`src/rtl/saes_pkg.sv`:
```
package saes_pkg;

   // operation codes
   localparam logic OP_ENCRYPT = 1'b0;
   localparam logic OP_DECRYPT = 1'b1;

   // nibble substitution tables
   localparam logic [3:0] SBOX_FWD [16] = '{
      4'd9, 4'd4, 4'd10, 4'd11, 4'd13, 4'd1, 4'd8, 4'd5,
      4'd6, 4'd2, 4'd0, 4'd3, 4'd12, 4'd14, 4'd15, 4'd7
   };
   localparam logic [3:0] SBOX_INV [16] = '{
      4'd10, 4'd5, 4'd9, 4'd11, 4'd1, 4'd7, 4'd8, 4'd15,
      4'd6, 4'd0, 4'd2, 4'd3, 4'd12, 4'd4, 4'd13, 4'd14
   };

   // key schedule round constants
   localparam logic [7:0] RCON_1 = 8'h80;
   localparam logic [7:0] RCON_2 = 8'h30;

   // mix column coefficients (diagonal, off-diagonal)
   localparam logic [3:0] MIX_DIAG     = 4'd1;
   localparam logic [3:0] MIX_OFF      = 4'd4;
   localparam logic [3:0] INV_MIX_DIAG = 4'd9;
   localparam logic [3:0] INV_MIX_OFF  = 4'd2;

   typedef struct packed {
      logic [15:0] k0;
      logic [15:0] k1;
      logic [15:0] k2;
   } round_keys_type;

   // forward substitution on all four nibbles
   function automatic logic [15:0] sub_nibbles(input logic [15:0] v);
      logic [15:0] r;
      for (int i = 0; i < 4; i++) begin
         r[4*i +: 4] = SBOX_FWD[v[4*i +: 4]];
      end
      return r;
   endfunction

   // inverse substitution on all four nibbles
   function automatic logic [15:0] inv_sub_nibbles(input logic [15:0] v);
      logic [15:0] r;
      for (int i = 0; i < 4; i++) begin
         r[4*i +: 4] = SBOX_INV[v[4*i +: 4]];
      end
      return r;
   endfunction

   // swap second and fourth nibble (self-inverse)
   function automatic logic [15:0] shift_rows(input logic [15:0] v);
      return {v[15:12], v[3:0], v[7:4], v[11:8]};
   endfunction

   // product in GF(2^4) modulo x^4 + x + 1
   function automatic logic [3:0] gf_mul(input logic [3:0] a, input logic [3:0] b);
      logic [3:0] acc;
      logic [3:0] aa;
      acc = 4'h0;
      aa  = a;
      for (int i = 0; i < 4; i++) begin
         if (b[i]) begin
            acc = acc ^ aa;
         end
         aa = {aa[2:0], 1'b0} ^ (aa[3] ? 4'h3 : 4'h0);
      end
      return acc;
   endfunction

   // column mix with a symmetric 2x2 matrix [d o; o d]
   function automatic logic [15:0] mix_with(input logic [15:0] v, input logic [3:0] d,
                                            input logic [3:0] o);
      logic [15:0] r;
      r[15:12] = gf_mul(d, v[15:12]) ^ gf_mul(o, v[11:8]);
      r[11:8]  = gf_mul(o, v[15:12]) ^ gf_mul(d, v[11:8]);
      r[7:4]   = gf_mul(d, v[7:4])   ^ gf_mul(o, v[3:0]);
      r[3:0]   = gf_mul(o, v[7:4])   ^ gf_mul(d, v[3:0]);
      return r;
   endfunction

   // rotate, substitute and add round constant to one key word
   function automatic logic [7:0] key_g(input logic [7:0] w, input logic [7:0] rc);
      logic [7:0] rot;
      rot = {w[3:0], w[7:4]};
      return {SBOX_FWD[rot[7:4]], SBOX_FWD[rot[3:0]]} ^ rc;
   endfunction

   // expand the cipher key into three round keys
   function automatic round_keys_type expand_key(input logic [15:0] key);
      round_keys_type rk;
      logic [7:0] w2;
      logic [7:0] w3;
      logic [7:0] w4;
      w2    = key[15:8] ^ key_g(key[7:0], RCON_1);
      w3    = w2 ^ key[7:0];
      w4    = w2 ^ key_g(w3, RCON_2);
      rk.k0 = key;
      rk.k1 = {w2, w3};
      rk.k2 = {w4, w4 ^ w3};
      return rk;
   endfunction

endpackage

```
`src/rtl/saes_key_sched.sv`:
```
module saes_key_sched
   import saes_pkg::*;
(
   input  logic           clock,
   input  logic           reset,
   input  logic           csr_wr_en,
   input  logic [15:0]    csr_wr_data,
   output round_keys_type round_keys
);

   round_keys_type round_keys_ff;
   round_keys_type round_keys_in;

   // expand at write time so the datapath sees registered round keys
   always_comb begin
      round_keys_in = round_keys_ff;
      if (csr_wr_en) begin
         round_keys_in = expand_key(csr_wr_data);
      end
   end

   always_ff @(posedge clock) begin
      if (reset) begin
         round_keys_ff <= expand_key(16'h0000);
      end else begin
         round_keys_ff <= round_keys_in;
      end
   end

   assign round_keys = round_keys_ff;

endmodule

```
`src/rtl/saes_block_cipher_core.sv`:
```
// channel | ports                                        | direction
// ------- | -------------------------------------------- | ---------
// request | req_valid, req_stall, req_operation, req_data_block | in
// result  | rsp_valid, rsp_stall, rsp_result_block       | out
// config  | csr_wr_en, csr_wr_data                       | in
//
// three register stages, one item per cycle while the result side is not stalled
// round keys are expanded and registered when the key is written
// synchronous reset empties the pipeline and loads the round keys of key zero
// each stage moves when it is empty or its successor moves, so bubbles close up
// req_stall is high only while all three stages are full and the result is stalled
module saes_block_cipher_core
   import saes_pkg::*;
(
   input  logic        clock,
   input  logic        reset,
   input  logic        req_valid,
   output logic        req_stall,
   input  logic        req_operation,
   input  logic [15:0] req_data_block,
   output logic        rsp_valid,
   input  logic        rsp_stall,
   output logic [15:0] rsp_result_block,
   input  logic        csr_wr_en,
   input  logic [15:0] csr_wr_data
);

   round_keys_type rk;

   logic        vld1_ff, vld2_ff, vld3_ff;
   logic        vld1_in, vld2_in, vld3_in;
   logic        op1_ff, op2_ff;
   logic        op1_in, op2_in;
   logic [15:0] data1_ff, data2_ff, data3_ff;
   logic [15:0] data1_in, data2_in, data3_in;
   logic        load1, load2, load3;

   // key schedule
   saes_key_sched u_key_sched (
      .clock       (clock),
      .reset       (reset),
      .csr_wr_en   (csr_wr_en),
      .csr_wr_data (csr_wr_data),
      .round_keys  (rk)
   );

   // stage load enables
   assign load3     = !vld3_ff || !rsp_stall;
   assign load2     = !vld2_ff || load3;
   assign load1     = !vld1_ff || load2;
   assign req_stall = !load1;

   // stage 1: first key add, first substitution layer and row shift
   always_comb begin
      vld1_in  = load1 ? req_valid : vld1_ff;
      op1_in   = op1_ff;
      data1_in = data1_ff;
      if (load1) begin
         op1_in = req_operation;
         if (req_operation == OP_ENCRYPT) begin
            data1_in = shift_rows(sub_nibbles(req_data_block ^ rk.k0));
         end else begin
            data1_in = inv_sub_nibbles(shift_rows(req_data_block ^ rk.k2));
         end
      end
   end

   // stage 2: column mix and middle key add
   always_comb begin
      vld2_in  = load2 ? vld1_ff : vld2_ff;
      op2_in   = op2_ff;
      data2_in = data2_ff;
      if (load2) begin
         op2_in = op1_ff;
         if (op1_ff == OP_ENCRYPT) begin
            data2_in = mix_with(data1_ff, MIX_DIAG, MIX_OFF) ^ rk.k1;
         end else begin
            data2_in = mix_with(data1_ff ^ rk.k1, INV_MIX_DIAG, INV_MIX_OFF);
         end
      end
   end

   // stage 3: last substitution layer, row shift and final key add
   always_comb begin
      vld3_in  = load3 ? vld2_ff : vld3_ff;
      data3_in = data3_ff;
      if (load3) begin
         if (op2_ff == OP_ENCRYPT) begin
            data3_in = shift_rows(sub_nibbles(data2_ff)) ^ rk.k2;
         end else begin
            data3_in = inv_sub_nibbles(shift_rows(data2_ff)) ^ rk.k0;
         end
      end
   end

   // valid bits
   always_ff @(posedge clock) begin
      if (reset) begin
         vld1_ff <= 1'b0;
         vld2_ff <= 1'b0;
         vld3_ff <= 1'b0;
      end else begin
         vld1_ff <= vld1_in;
         vld2_ff <= vld2_in;
         vld3_ff <= vld3_in;
      end
   end

   // payload registers
   always_ff @(posedge clock) begin
      op1_ff   <= op1_in;
      op2_ff   <= op2_in;
      data1_ff <= data1_in;
      data2_ff <= data2_in;
      data3_ff <= data3_in;
   end

   assign rsp_valid        = vld3_ff;
   assign rsp_result_block = data3_ff;

endmodule

```
`config.mk`:
```
export PLATFORM = sky130hd
export DESIGN_NAME = saes_block_cipher_core
export DESIGN_NICKNAME = d
export VERILOG_FILES = /design/src/rtl/saes_pkg.sv /design/src/rtl/saes_key_sched.sv /design/src/rtl/saes_block_cipher_core.sv
export SDC_FILE = /design/constraint.sdc
export NUM_CORES = 1
export LEC_CHECK = 0
export BUFFER_PORTS_ARGS = -buffer_cell sky130_fd_sc_hd__buf_4
export CAP_MARGIN = 20
export CORE_MARGIN = 1.5
export CORE_UTILIZATION = 60
export DETAILED_ROUTE_END_ITERATION = 10
export GPL_TIMING_DRIVEN = 0
export PLACE_DENSITY = 0.75
export SKIP_LAST_GASP = 1
export SLEW_MARGIN = 30
export SYNTH_ARGS = -nofsm -noshare
export SYNTH_HDL_FRONTEND = slang
export SYNTH_SLANG_ARGS = --single-unit
```
`constraint.sdc`:
```
create_clock -name clock -period 7.9 [get_ports clock]
set_input_delay 1.185 -clock clock [delete_from_list [all_inputs] [get_ports clock]]
set_output_delay 1.185 -clock clock [all_outputs]
set_load 0.01 [all_outputs]
```
==> summary by stage, run 1 <==
Status
The flow ran to the end, and the final reports show no timing, DRC or antenna violations.

Power
For this design the static power due to leakage is 3.98 nW. The highest ir drop seen on vdd is 132 uV. The power density over cell area is 297 nW/um^2.

Final layout
The multi-input gate area in the final layout is 5540 sq um. The synthesis-to-finish area growth is 10.5%. The share of post-route cells with drive strength above 1 is 10.7%. The fill cell instance count of the final layout is 1151. The number of antenna repair diodes is 0. The footprint of the flip-flops and latches is 2520 sq um. The final cell area excluding filler cells is 9340 sq um.

The final layout contains 1108 nets.

Floorplanning
The die covers 14800 sq um. The starting density of the core is 61.1%. From bottom edge to top edge, the die measures 122 um. The number of placement rows is 43. In this run the horizontal extent of the chip is 122 um.

The number of I/O pins is 56. The placeable core area is 13800 sq um.

Placement
The final weighted congestion of routability-driven global placement is 0.930. The count of buffers inserted at the top-level ports is 51. The post-place instance area is 9060 sq um.

The HPWL reported at the end of detailed placement is 16.1 mm.

Global route
The first global-routing pass estimated 32.1 mm of wire. Global routing used 28.5% of the available tracks. The total congestion overflow after global routing is 0. The number of antenna violations at the first check in global routing is 0.

The via count of the first global-routing pass is 6063. Entering global routing, the biggest net connects 19 pins.

Routing
The highest metal layer with signal wires is met4. The violation count after the first detailed-routing iteration is 672. Once detail routing completed, the nets flagged for antenna violations numbered 0. Dividing the detail-routed wire length by the instance count gives 17.7 um. The routed layout has 6679 vias.

After detailed routing, the number of remaining DRC violations is 0. The vias per cell is 5.73. The sum of met2 wire segment lengths after detailed routing is 9.67 mm. The wire length after detailed routing is 20.6 mm. The detailed-router iteration count before antenna repair is 5. For this block, wires on met1 add up to 8.95 mm. After detailed routing, the met3 layer carries 1.57 mm of wire.

Clock tree
After clock tree synthesis, the repair step resized 0 gates. The number of CTS-inserted buffers is 9. The maximum root-to-sink buffer count is 2. The clock slew at the register clock pins of the worst setup and hold paths is 80 ps.

The clock root buffer master is clkbuf_16. The total clock sinks is 101. TritonCTS built the clock tree. At the later pin of the worst-skew pair, clock insertion delay measures 360 ps. CTS built an H-tree with a depth of 3. The hold buffer count at cts is 0. After clock tree synthesis, the setup repair step added 0 buffers.

Worst setup path
The arrival time of data at the critical path endpoint is 3880 ps. The slowest stage of the critical path is the mux4_2 cell. The critical path in this run is classified as input pin to flop. The critical path's largest stage delay is 530 ps. STA classifies the critical path startpoint as an input pin. In this run the worst path has a maximum fanout of 10. The worst setup path is captured at a flop. The signal on the critical path passes through buf_4 -> inv_1 -> ha_1 -> inv_1 -> mux4_2 -> xnor2_4 -> ha_1 -> inv_1 -> nor2_1 -> o32a_1 -> nor3b_1 -> a311o_1.

The number of buffers and inverters on the critical path is 4. The kind of cell with the highest combined delay on the critical path is compound AO/OA/AOI/OAI gates. The cell that appears most often on the critical path is inv_1. The required time at the worst-slack endpoint is 8150 ps.

Logic synthesis
The sequential-to-total area share from yosys stat is 29.8%. Synthesis handed over a netlist of 918 instances. The number of distinct library cells after synthesis is 67. The dominant register cell in the synthesized netlist is dfxtp_1. The post-synth net total is 1046. The mean instance size in the synthesized netlist is 9.21 sq um.

After synthesis, the share of flip-flops with an asynchronous set or reset is 0%. Summing every instance area after synthesis gives 8450 sq um. In this run, synthesis inferred 50 flip-flops with an integrated enable. The Yosys step of the flow raised 0 warnings.

The flip-flop and latch count after synthesis is 101.

Timing
The headroom to the max-slew limit is 47.4%. After routing, the total negative slack on setup checks comes to 0 ps. The worst clock skew is 10.7 ps. The slew at the pin with the worst max-slew slack is 789 ps. Setup violations remaining at the end of the flow were counted as 0. The hold violation count in the final report was 0. The number of pins with negative max-slew slack in the final report is 0.

The post-route clock period utilization is 46.0%. The clock period minus worst slack is 3630 ps. Static timing analysis puts the maximum clock frequency at 275 MHz. Setup repair after global routing left no endpoint under its margin.

Worst hold path
In this run the worst hold path is classified as flop to flop.

Run
The tool flagged a number of max-cap violations equal to 0.
## synthesized netlist by cell type, drive strengths merged (4+ instances only)
master	instances	area [sq um]
xnor2	99	938
clkbuf	32	150
nor2b	6	37.5
inv	49	184
mux2i	49	507
o22ai	9	68.8
o31ai	5	65.1
a21oi	63	315
o211ai	5	37.5
edfxtp	50	1500
nor3	30	160
a31oi	6	67.6
dfxtp	51	1020
and3	4	25.0
xor2	64	576
nand2b	9	56.3
nor2	85	319
nand2	73	274
mux4	6	135
o21ai	62	310
a211oi	16	125
nor4	4	31.3
ha	90	1130
buf	5	45.0
nand3	5	25.0
## placed cells by master (no fill, tap or decap), drive strengths merged, types with 4 or more instances in the layout
cell | synthesis | layout
nor4 | 4 | 4
dfxtp | 51 | 51
nand2b | 9 | 9
ha | 90 | 90
o211ai | 5 | 5
o31ai | 5 | 5
buf | 5 | 56
nor3 | 30 | 30
nand3 | 5 | 5
and3 | 4 | 4
nand2 | 73 | 73
nor2 | 85 | 85
o21ai | 62 | 62
xnor2 | 99 | 99
xor2 | 64 | 64
a31oi | 6 | 6
inv | 49 | 54
mux2i | 49 | 49
a211oi | 16 | 16
mux4 | 6 | 6
a21oi | 63 | 63
o22ai | 9 | 9
clkbuf | 32 | 42
edfxtp | 50 | 50
nor2b | 6 | 6
## final cells by class
class | instances | share of cell area (%)
well taps | 180 | 2.41
inverters | 50 | 2.01
plain buffers | 38 | 2.18
clock inverters | 6 | 0.549
flip-flops and latches | 101 | 27.0
repair buffers | 51 | 4.10
multi-input cells | 729 | 59.3
clock buffers | 10 | 2.45
## sequential cells by signal, summed over array words and instances (netlist names)
name                    count
u_key_sched.round_keys     48
rsp_valid                   1
data2_ff                   16
data1_ff                   16
op2_ff                      1
vld1_ff                     1
rsp_result_block           16
vld2_ff                     1
op1_ff                      1
## power breakdown
part	internal (mW)	leakage (nW)	switching [mW]	total, mW
combinational	0.655	2.90	0.797	1.45
clock	0.220	0.138	0.211	0.431
sequential	0.736	0.947	0.157	0.893
total	1.61	3.98	1.17	2.78
## worst paths after layout
path,from,endpoint,slack (ps),cells past startpoint
min reg2reg,vld1_ff$_SDFFE_PP0N_,vld2_ff$_SDFFE_PP0P_,480,2
max,csr_wr_data[1],u_key_sched.round_keys[0]$_SDFFE_PP0P_,4270,12
max reg2reg,u_key_sched.round_keys[37]$_SDFFE_PP0P_,data1_ff[4]$_DFFE_PN_,5710,5
min,vld1_ff$_SDFFE_PP0N_,vld2_ff$_SDFFE_PP0P_,480,2
## routing by layer
metal | GRT usage [%] | vias up
met2 | 47.5 | 247
met1 | 39.2 | 3119
li1 | - | 3284
met5 | 0 | -
met4 | 8.46 | 0
met3 | 3.28 | 29
## worst min-delay path, cell delays in order, from the launching register on
cell and delay [ps]:
dfxtp_1 330, nor2_1 50, nor2_1 70
## per-stage QoR
stage	instances	setup slack, ps	total power [mW]	hold slack, ps	utilization (%)
detailed placement	1149	3930	2.33	459	65.5
floorplan	918	4360	1.97	424	-
global placement	1149	3940	2.30	448	65.5
global route	1165	4140	2.98	491	67.6
finish	1165	4270	2.78	477	67.6
CTS	1165	4290	2.76	467	67.6
## cells by family (layout without fill, tap and decap cells)
| kind of cell | after synthesis | count (layout) | share of synthesized area [%] |
|---|---|---|---|
| DFF | 101 | 101 | 29.8 |
| AOI/OAI and AO/OA | 193 | 193 | 14.5 |
| xor gates and xnor gates | 163 | 163 | 17.9 |
| buffers and inverters | 88 | 155 | 4.63 |
| adders and majority gates | 90 | 90 | 13.3 |
| muxes | 56 | 56 | 7.73 |
| and+or+nand+nor | 227 | 227 | 12.0 |
No activity file was read; power rests on OpenSTA's default activity.
==> run 2: changes to the inputs <==
--- a/config.mk
+++ b/config.mk
@@ -8,10 +8,10 @@
 export BUFFER_PORTS_ARGS = -buffer_cell sky130_fd_sc_hd__buf_4
 export CAP_MARGIN = 20
 export CORE_MARGIN = 1.5
-export CORE_UTILIZATION = 60
+export CORE_UTILIZATION = 56
 export DETAILED_ROUTE_END_ITERATION = 10
 export GPL_TIMING_DRIVEN = 0
-export PLACE_DENSITY = 0.75
+export PLACE_DENSITY = 0.74
 export SKIP_LAST_GASP = 1
 export SLEW_MARGIN = 30
 export SYNTH_ARGS = -nofsm -noshare
==> constraint.sdc (replaced) <==
create_clock -name clock -period 3.1 [get_ports clock]
set_input_delay 0.465 -clock clock [delete_from_list [all_inputs] [get_ports clock]]
set_output_delay 0.465 -clock clock [all_outputs]
set_load 0.01 [all_outputs]
==> run 2 against run 1 <==
Against the previous run: the flow now finishes with violations (DRC); critical endpoint unchanged; clock power increased to 2.5 times the previous value; wire length decreased by 0.85%; register-to-register slack got worse by 4800 ps; sequential share of layout area about the same; global-route usage decreased by 2.4 points.
==> summary by stage, run 2 (synthesis results as in run 1) <==
Placement
The count of buffers inserted at the top-level ports is 51. The HPWL reported at the end of detailed placement is 16.1 mm. At the end of routability-driven placement, the weighted congestion stood at 0.932.

Routing
The routed layout has 6625 vias. The remaining design rule violation count is 1. The vias per cell is 5.67. The detailed-router iteration count before antenna repair is 10.

The wire length per cell after detailed routing is 17.5 um. Once detail routing completed, the nets flagged for antenna violations numbered 0. The violation count after the first detailed-routing iteration is 647. For this block, the routed nets add up to 20.5 mm of wire.

Worst setup path
In this run the register-to-register setup slack is 920 ps. Walking the worst path, the cells encountered are buf_4 -> inv_1 -> ha_1 -> inv_1 -> mux4_2 -> xnor2_4 -> ha_1 -> inv_1 -> nor2_1 -> o32a_1 -> nor3b_1 -> a311o_1. The kind of cell with the highest combined delay on the critical path is compound AO/OA/AOI/OAI gates. The endpoint type of the worst setup path is a flop. The number of cells on the worst reg-to-reg path is 5. The launching element of the worst setup path is csr_wr_data[1]. The arrival time of data at the critical path endpoint is 3140 ps.

The capture point of the worst reg-to-reg path is data1_ff[4]$_DFFE_PN_. The critical path's largest stage delay is 530 ps. The worst reg2reg path startpoint is u_key_sched.round_keys[37]$_SDFFE_PP0P_. The most numerous cell type found on the critical path is inv_1. Along the worst path, the maximum fanout reaches 10. The startpoint type of the worst setup path is an input pin. The worst setup path is of the input pin to flop kind. The number of buffers and inverters on the critical path is 4. For the worst setup path, the data required time is 3330 ps.

On the critical path, the stage with the largest delay is an instance of mux4_2.

Clock tree
The total clock sinks is 101. Gates resized during post-CTS repair numbered 0. The clock tree synthesis step divided the H-tree into 3 levels.

The clock slew at the register clock pins of the worst setup and hold paths is 70 ps. The maximum root-to-sink buffer count is 2. The TritonCTS clock tree is built. In this run, CTS created clock tree buffers numbering 9. The clock network latency to the later pin of the worst-skew pair is 340 ps. The clock root buffer master is clkbuf_16.

The post-CTS setup buffer count is 0. For this design, the CTS-stage hold fixing added 0 buffers.

Global route
The total congestion overflow after global routing is 0. The via count of the first global-routing pass is 6113. The number of antenna violations at the first check in global routing was 0. Global routing used 26.1% of the available tracks across all layers. The first global-routing pass estimated 32.2 mm of wire.

Entering global routing, the biggest net connects 19 pins.

Timing
The slew at the pin with the worst max-slew slack is 774 ps. The hold violation count in the final report is 0. The post-route clock period utilization is 93.8%. The fmax is 344 MHz. Setup repair after global routing left no endpoint under its margin. Subtracting the final worst setup slack from the clock period gives 2910 ps. Setup violations remaining at the end of the flow were counted as 0.

The number of pins with negative max-slew slack in the final report is 0. The headroom to the max-slew limit is 48.4%. For the final routed database, the setup TNS stands at 0 ps. The clock arrives with 11.1 ps of skew.

Final layout
In the final layout, the share of cells above drive strength 1 is 10.6%. Fill cells in the final layout number 1254. For this run, the share of the core covered by cells in the final layout is 63.9%.

The register with the most flip-flops in the layout has 48 of them. The synthesis-to-finish area growth is 10.6%. The final net count is 1108.

The library cells used most frequently in the layout, excluding fill and tap cells, are xnor2_1, ha_1, nor2_1. 0 antenna diodes ended up in the layout. The library cell used most frequently in the layout, excluding fill and tap cells, is xnor2_1.

Run
The reported max-cap violation count is 0.

Floorplanning
The starting density of the core is 57.7%. For this design the top-level I/O count stands at 56. The die covers 15800 sq um.

Measured along the y axis, the die boundary spans 126 um. Measured along the x axis, the die boundary spans 126 um. The floorplan has 44 rows.

The placeable core area is 14600 sq um.

Status
The checks that failed: DRC. The run finished, with violations left.

Power
The standby leakage power is 3.99 nW. The completed layout was analyzed and its total power is 7.06 mW. The highest ir drop seen on vdd is 358 uV.

For this design the ratio of total power to cell area is 755 nW/um^2.

Worst hold path
The worst hold path terminates at op1_ff$_DFFE_PN_. In this run the most critical hold path is launched from req_operation. The worst hold path depth is 1.

The min-delay analysis places its worst path in the category input pin to flop.
[run 2: power by group]
group / internal (mW) / switching, mW / leakage, nW / total [mW]
Combinational: 1.67 / 2.03 / 2.90 / 3.70
Sequential: 1.87 / 0.393 / 0.947 / 2.27
Clock: 0.598 / 0.488 / 0.142 / 1.09
Total: 4.14 / 2.91 / 3.99 / 7.06
[run 2: layout make-up]
class / count / area, sq um / share of cell area, %
flip-flops and latches: 101 / 2520 / 27.0
clock buffers: 12 / 258 / 2.76
well taps: 184 / 230 / 2.46
inverters: 50 / 188 / 2.01
multi-input cells: 729 / 5540 / 59.2
clock inverters: 4 / 27.5 / 0.294
plain buffers: 38 / 204 / 2.18
repair buffers: 51 / 383 / 4.09
[run 2: metal layers]
metal	share of wire [%]	up-vias	track usage [%]
met4	2.4	0	7.71
met5	0	-	0
met3	6.0	33	3.40
met2	47	205	43.8
li1	-	3281	-
met1	45	3106	35.4
[run 2: worst max path at each step]
stage,endpoint,slack [ps],depth (start not counted)
floorplan,u_key_sched.round_keys[0]$_SDFFE_PP0P_,280,11
global placement,u_key_sched.round_keys[0]$_SDFFE_PP0P_,-110,12
detailed placement,u_key_sched.round_keys[0]$_SDFFE_PP0P_,-140,12
CTS,u_key_sched.round_keys[0]$_SDFFE_PP0P_,210,12
global route,u_key_sched.round_keys[0]$_SDFFE_PP0P_,70,12
finish,u_key_sched.round_keys[0]$_SDFFE_PP0P_,190,12
[run 2: through the flow]
stage	instances	instance area [sq um]	setup slack (ps)	hold slack, ps
after CTS	1169	9350	214	323
after global routing	1169	9350	71.5	320
final	1169	9350	193	332
after global placement	1153	9070	-111	449
after detailed placement	1153	9070	-141	456
after floorplan	918	8450	282	424
[run 2: worst reg2reg max path, stage by stage (launching register included)]
cell and delay, ps:
dfxtp_1 410, xnor2_1 570, inv_1 140, ha_1 330, mux4_2 460, mux2i_1 130
==> run 3: changes to the inputs <==
--- a/config.mk
+++ b/config.mk
@@ -8,10 +8,9 @@
 export BUFFER_PORTS_ARGS = -buffer_cell sky130_fd_sc_hd__buf_4
 export CAP_MARGIN = 20
 export CORE_MARGIN = 1.5
-export CORE_UTILIZATION = 56
+export CORE_UTILIZATION = 35
 export DETAILED_ROUTE_END_ITERATION = 10
 export GPL_TIMING_DRIVEN = 0
-export PLACE_DENSITY = 0.74
 export SKIP_LAST_GASP = 1
 export SLEW_MARGIN = 30
 export SYNTH_ARGS = -nofsm -noshare
==> run 3 against run 2 <==
Against the previous run: the run now ends clean; cell count up 12%; total power up 0.24%; sequential share of layout area down 0.50 points; critical path type unchanged; critical endpoint unchanged; largest cell class unchanged.
==> summary by stage, run 3 (synthesis results as in run 1) <==
Status
The flow ran to the end, and the final reports show no timing, DRC or antenna violations.

Floorplanning
The overall die area is 25100 sq um. The die is 158 um tall. The number of I/O pins is 56. The number of placement rows is 56. The placeable core area is 23600 sq um.

Once the floorplan was initialized, standard cells occupied 35.8% of the core. The chip width is 158 um.

Worst setup path
The worst setup path is captured at a flop. The required time at the worst-slack endpoint is 3340 ps. The worst setup path is of the input pin to flop kind. On the critical path the largest part of the delay comes from compound AO/OA/AOI/OAI gates. In this run the worst path has a maximum fanout of 10. The worst-path cell with the longest stage delay is mux4_2. Counting stages on the worst path, the most repeated cell is inv_1.

Walking the worst path, the cells encountered are buf_4 -> inv_1 -> ha_1 -> inv_1 -> mux4_2 -> xnor2_4 -> ha_1 -> inv_1 -> nor2_1 -> o32a_1 -> nor3b_1 -> a311o_1. The worst reg-to-reg setup slack is 930 ps. The critical path's largest stage delay is 520 ps.

The number of buffers and inverters on the critical path is 4. The startpoint type of the worst setup path is an input pin. Data on the critical path arrives at its endpoint at 3160 ps.

Global route
The total congestion overflow after global routing is 0. The total global-route track usage is 17.9%. The first global-routing pass estimated 33.6 mm of wire. The via count of the first global-routing pass was 5981. The number of antenna violations at the first check in global routing is 0.

The largest net degree at the start of global routing is 19.

Clock tree
The clock network latency to the later pin of the worst-skew pair is 350 ps. In this run the number of H-tree levels came out at 3. The clock net in this run drives a total of 101 sinks. The hold buffer count at cts is 0. The clock slew at the register clock pins of the worst setup and hold paths is 70 ps. The number of CTS-inserted buffers is 9.

No sink is reached through more buffers than the 2 on the longest clock path. The count of cells resized by post-cts repair is 0. The number of setup buffers added after CTS is 0.

The TritonCTS clock tree is built. CTS placed an instance of clkbuf_16 at the clock tree root.

Timing
Setup repair after global routing left no endpoint under its margin. The number of pins with negative max-slew slack in the final report was 0. The hold violation count in the final report is 0.

For this run, the top clock speed supported by timing is 343 MHz. Clock skew on the completed layout was measured at 13.2 ps. The post-route clock period utilization is 93.9%. The clock period minus worst slack is 2910 ps.

The final setup violation count is 0. For the pin with the worst max-slew slack, the measured transition is 807 ps. Headroom to the max-slew limit came out at 46.1%.

Routing
The remaining design rule violation count is 0. The count of antenna-violating nets left after detailed routing is 0. The violation count after the first detailed-routing iteration is 497.

Detailed routing inserted a total of 6552 vias. Dividing the detail-routed wire length by the instance count gives 16.6 um. The first detailed-routing pass took 7 iterations.

Using the TritonRoute via totals, the vias-per-cell ratio works out to 5.02. The wire length after detailed routing is 21.7 mm.

Final layout
Relative to the synthesized area, the layout overhead comes to 12.7%. The footprint of the flip-flops and latches is 2520 sq um. Of the cells placed in the final design, the portion with a size suffix greater than 1 is 10.8%. Leaving out fill and tap cells, the most frequent cells in the layout are xnor2_1, ha_1, nor2_1.

For this run, the number of standard cells in the final layout without fillers is 1304. The flip-flop count of the largest register after layout is 48. Summing all multi-input logic gate instances after layout gives 5540 sq um. The number of antenna diodes in the final layout is 0. The library cell used most frequently in the layout, excluding fill and tap cells, is xnor2_1. For this run, the post-layout net count is 1108.

The final cell area excluding filler cells is 9530 sq um. Counting the fill cells in the layout gives 2331.

Power
The worst-case IR drop observed on VDD is 340 uV. In this run the static leakage power is 3.99 nW. The power density over cell area is 742 nW/um^2.

Placement
The final weighted congestion of routability-driven global placement is 0.907. In this run the cell area measured after placement is 9240 sq um. Buffers placed on the I/O ports in this run total 51. Detailed placement finished with a half-perimeter wire length of 17.4 mm. In this run, placement finished with an instance count of 1288.

Worst hold path
The kind of path behind the tightest hold check is input pin to flop.

Run
Max-cap violations in this run came to 0.
[run 3: worst paths after layout]
check | end | startpoint | cells after the start
setup / recovery | u_key_sched.round_keys[0]$_SDFFE_PP0P_ | csr_wr_data[1] | 12
hold / removal | op1_ff$_DFFE_PN_ | req_operation | 1
setup reg to reg | data1_ff[8]$_DFFE_PN_ | u_key_sched.round_keys[32]$_SDFFE_PP0P_ | 6
hold reg to reg | op2_ff$_DFFE_PP_ | op1_ff$_DFFE_PN_ | 0
[run 3: layer usage]
layer / global-route usage [%] / up-vias / part of all wire [%]
met5: 0 / - / 0
met4: 7.08 / 0 / 3.2
met3: 2.15 / 28 / 5.1
met2: 28.9 / 195 / 45
met1: 24.3 / 3042 / 46
li1: - / 3287 / -
[run 3: power breakdown]
group          leakage [nW]  switching (mW)  internal (mW)
logic                  2.90            2.02           1.67
clock network         0.144           0.531          0.581
registers             0.947           0.399           1.87
[run 3: cell type report]
| cell class | count | area share (%) |
|---|---|---|
| clock inverters | 6 | 0.578 |
| multi-input cells | 729 | 58.1 |
| repair buffers | 51 | 4.02 |
| well taps | 319 | 4.19 |
| plain buffers | 38 | 2.14 |
| inverters | 50 | 1.97 |
| flip-flops and latches | 101 | 26.5 |
| clock buffers | 10 | 2.51 |
[run 3: per-stage QoR]
step | worst slack (ps) | setup TNS [ps] | power, mW | utilization [%] | hold WS [ps]
2_1_floorplan | 282 | 0 | 5.03 | - | 424
3_3_place_gp | -143 | -162 | 5.93 | 39.1 | 439
3_5_place_dp | -188 | -321 | 5.97 | 39.1 | 455
4_1_cts | 188 | 0 | 7.09 | 40.4 | 322
5_1_grt | 96.3 | 0 | 7.64 | 40.4 | 319
6_report | 188 | 0 | 7.07 | 40.4 | 333
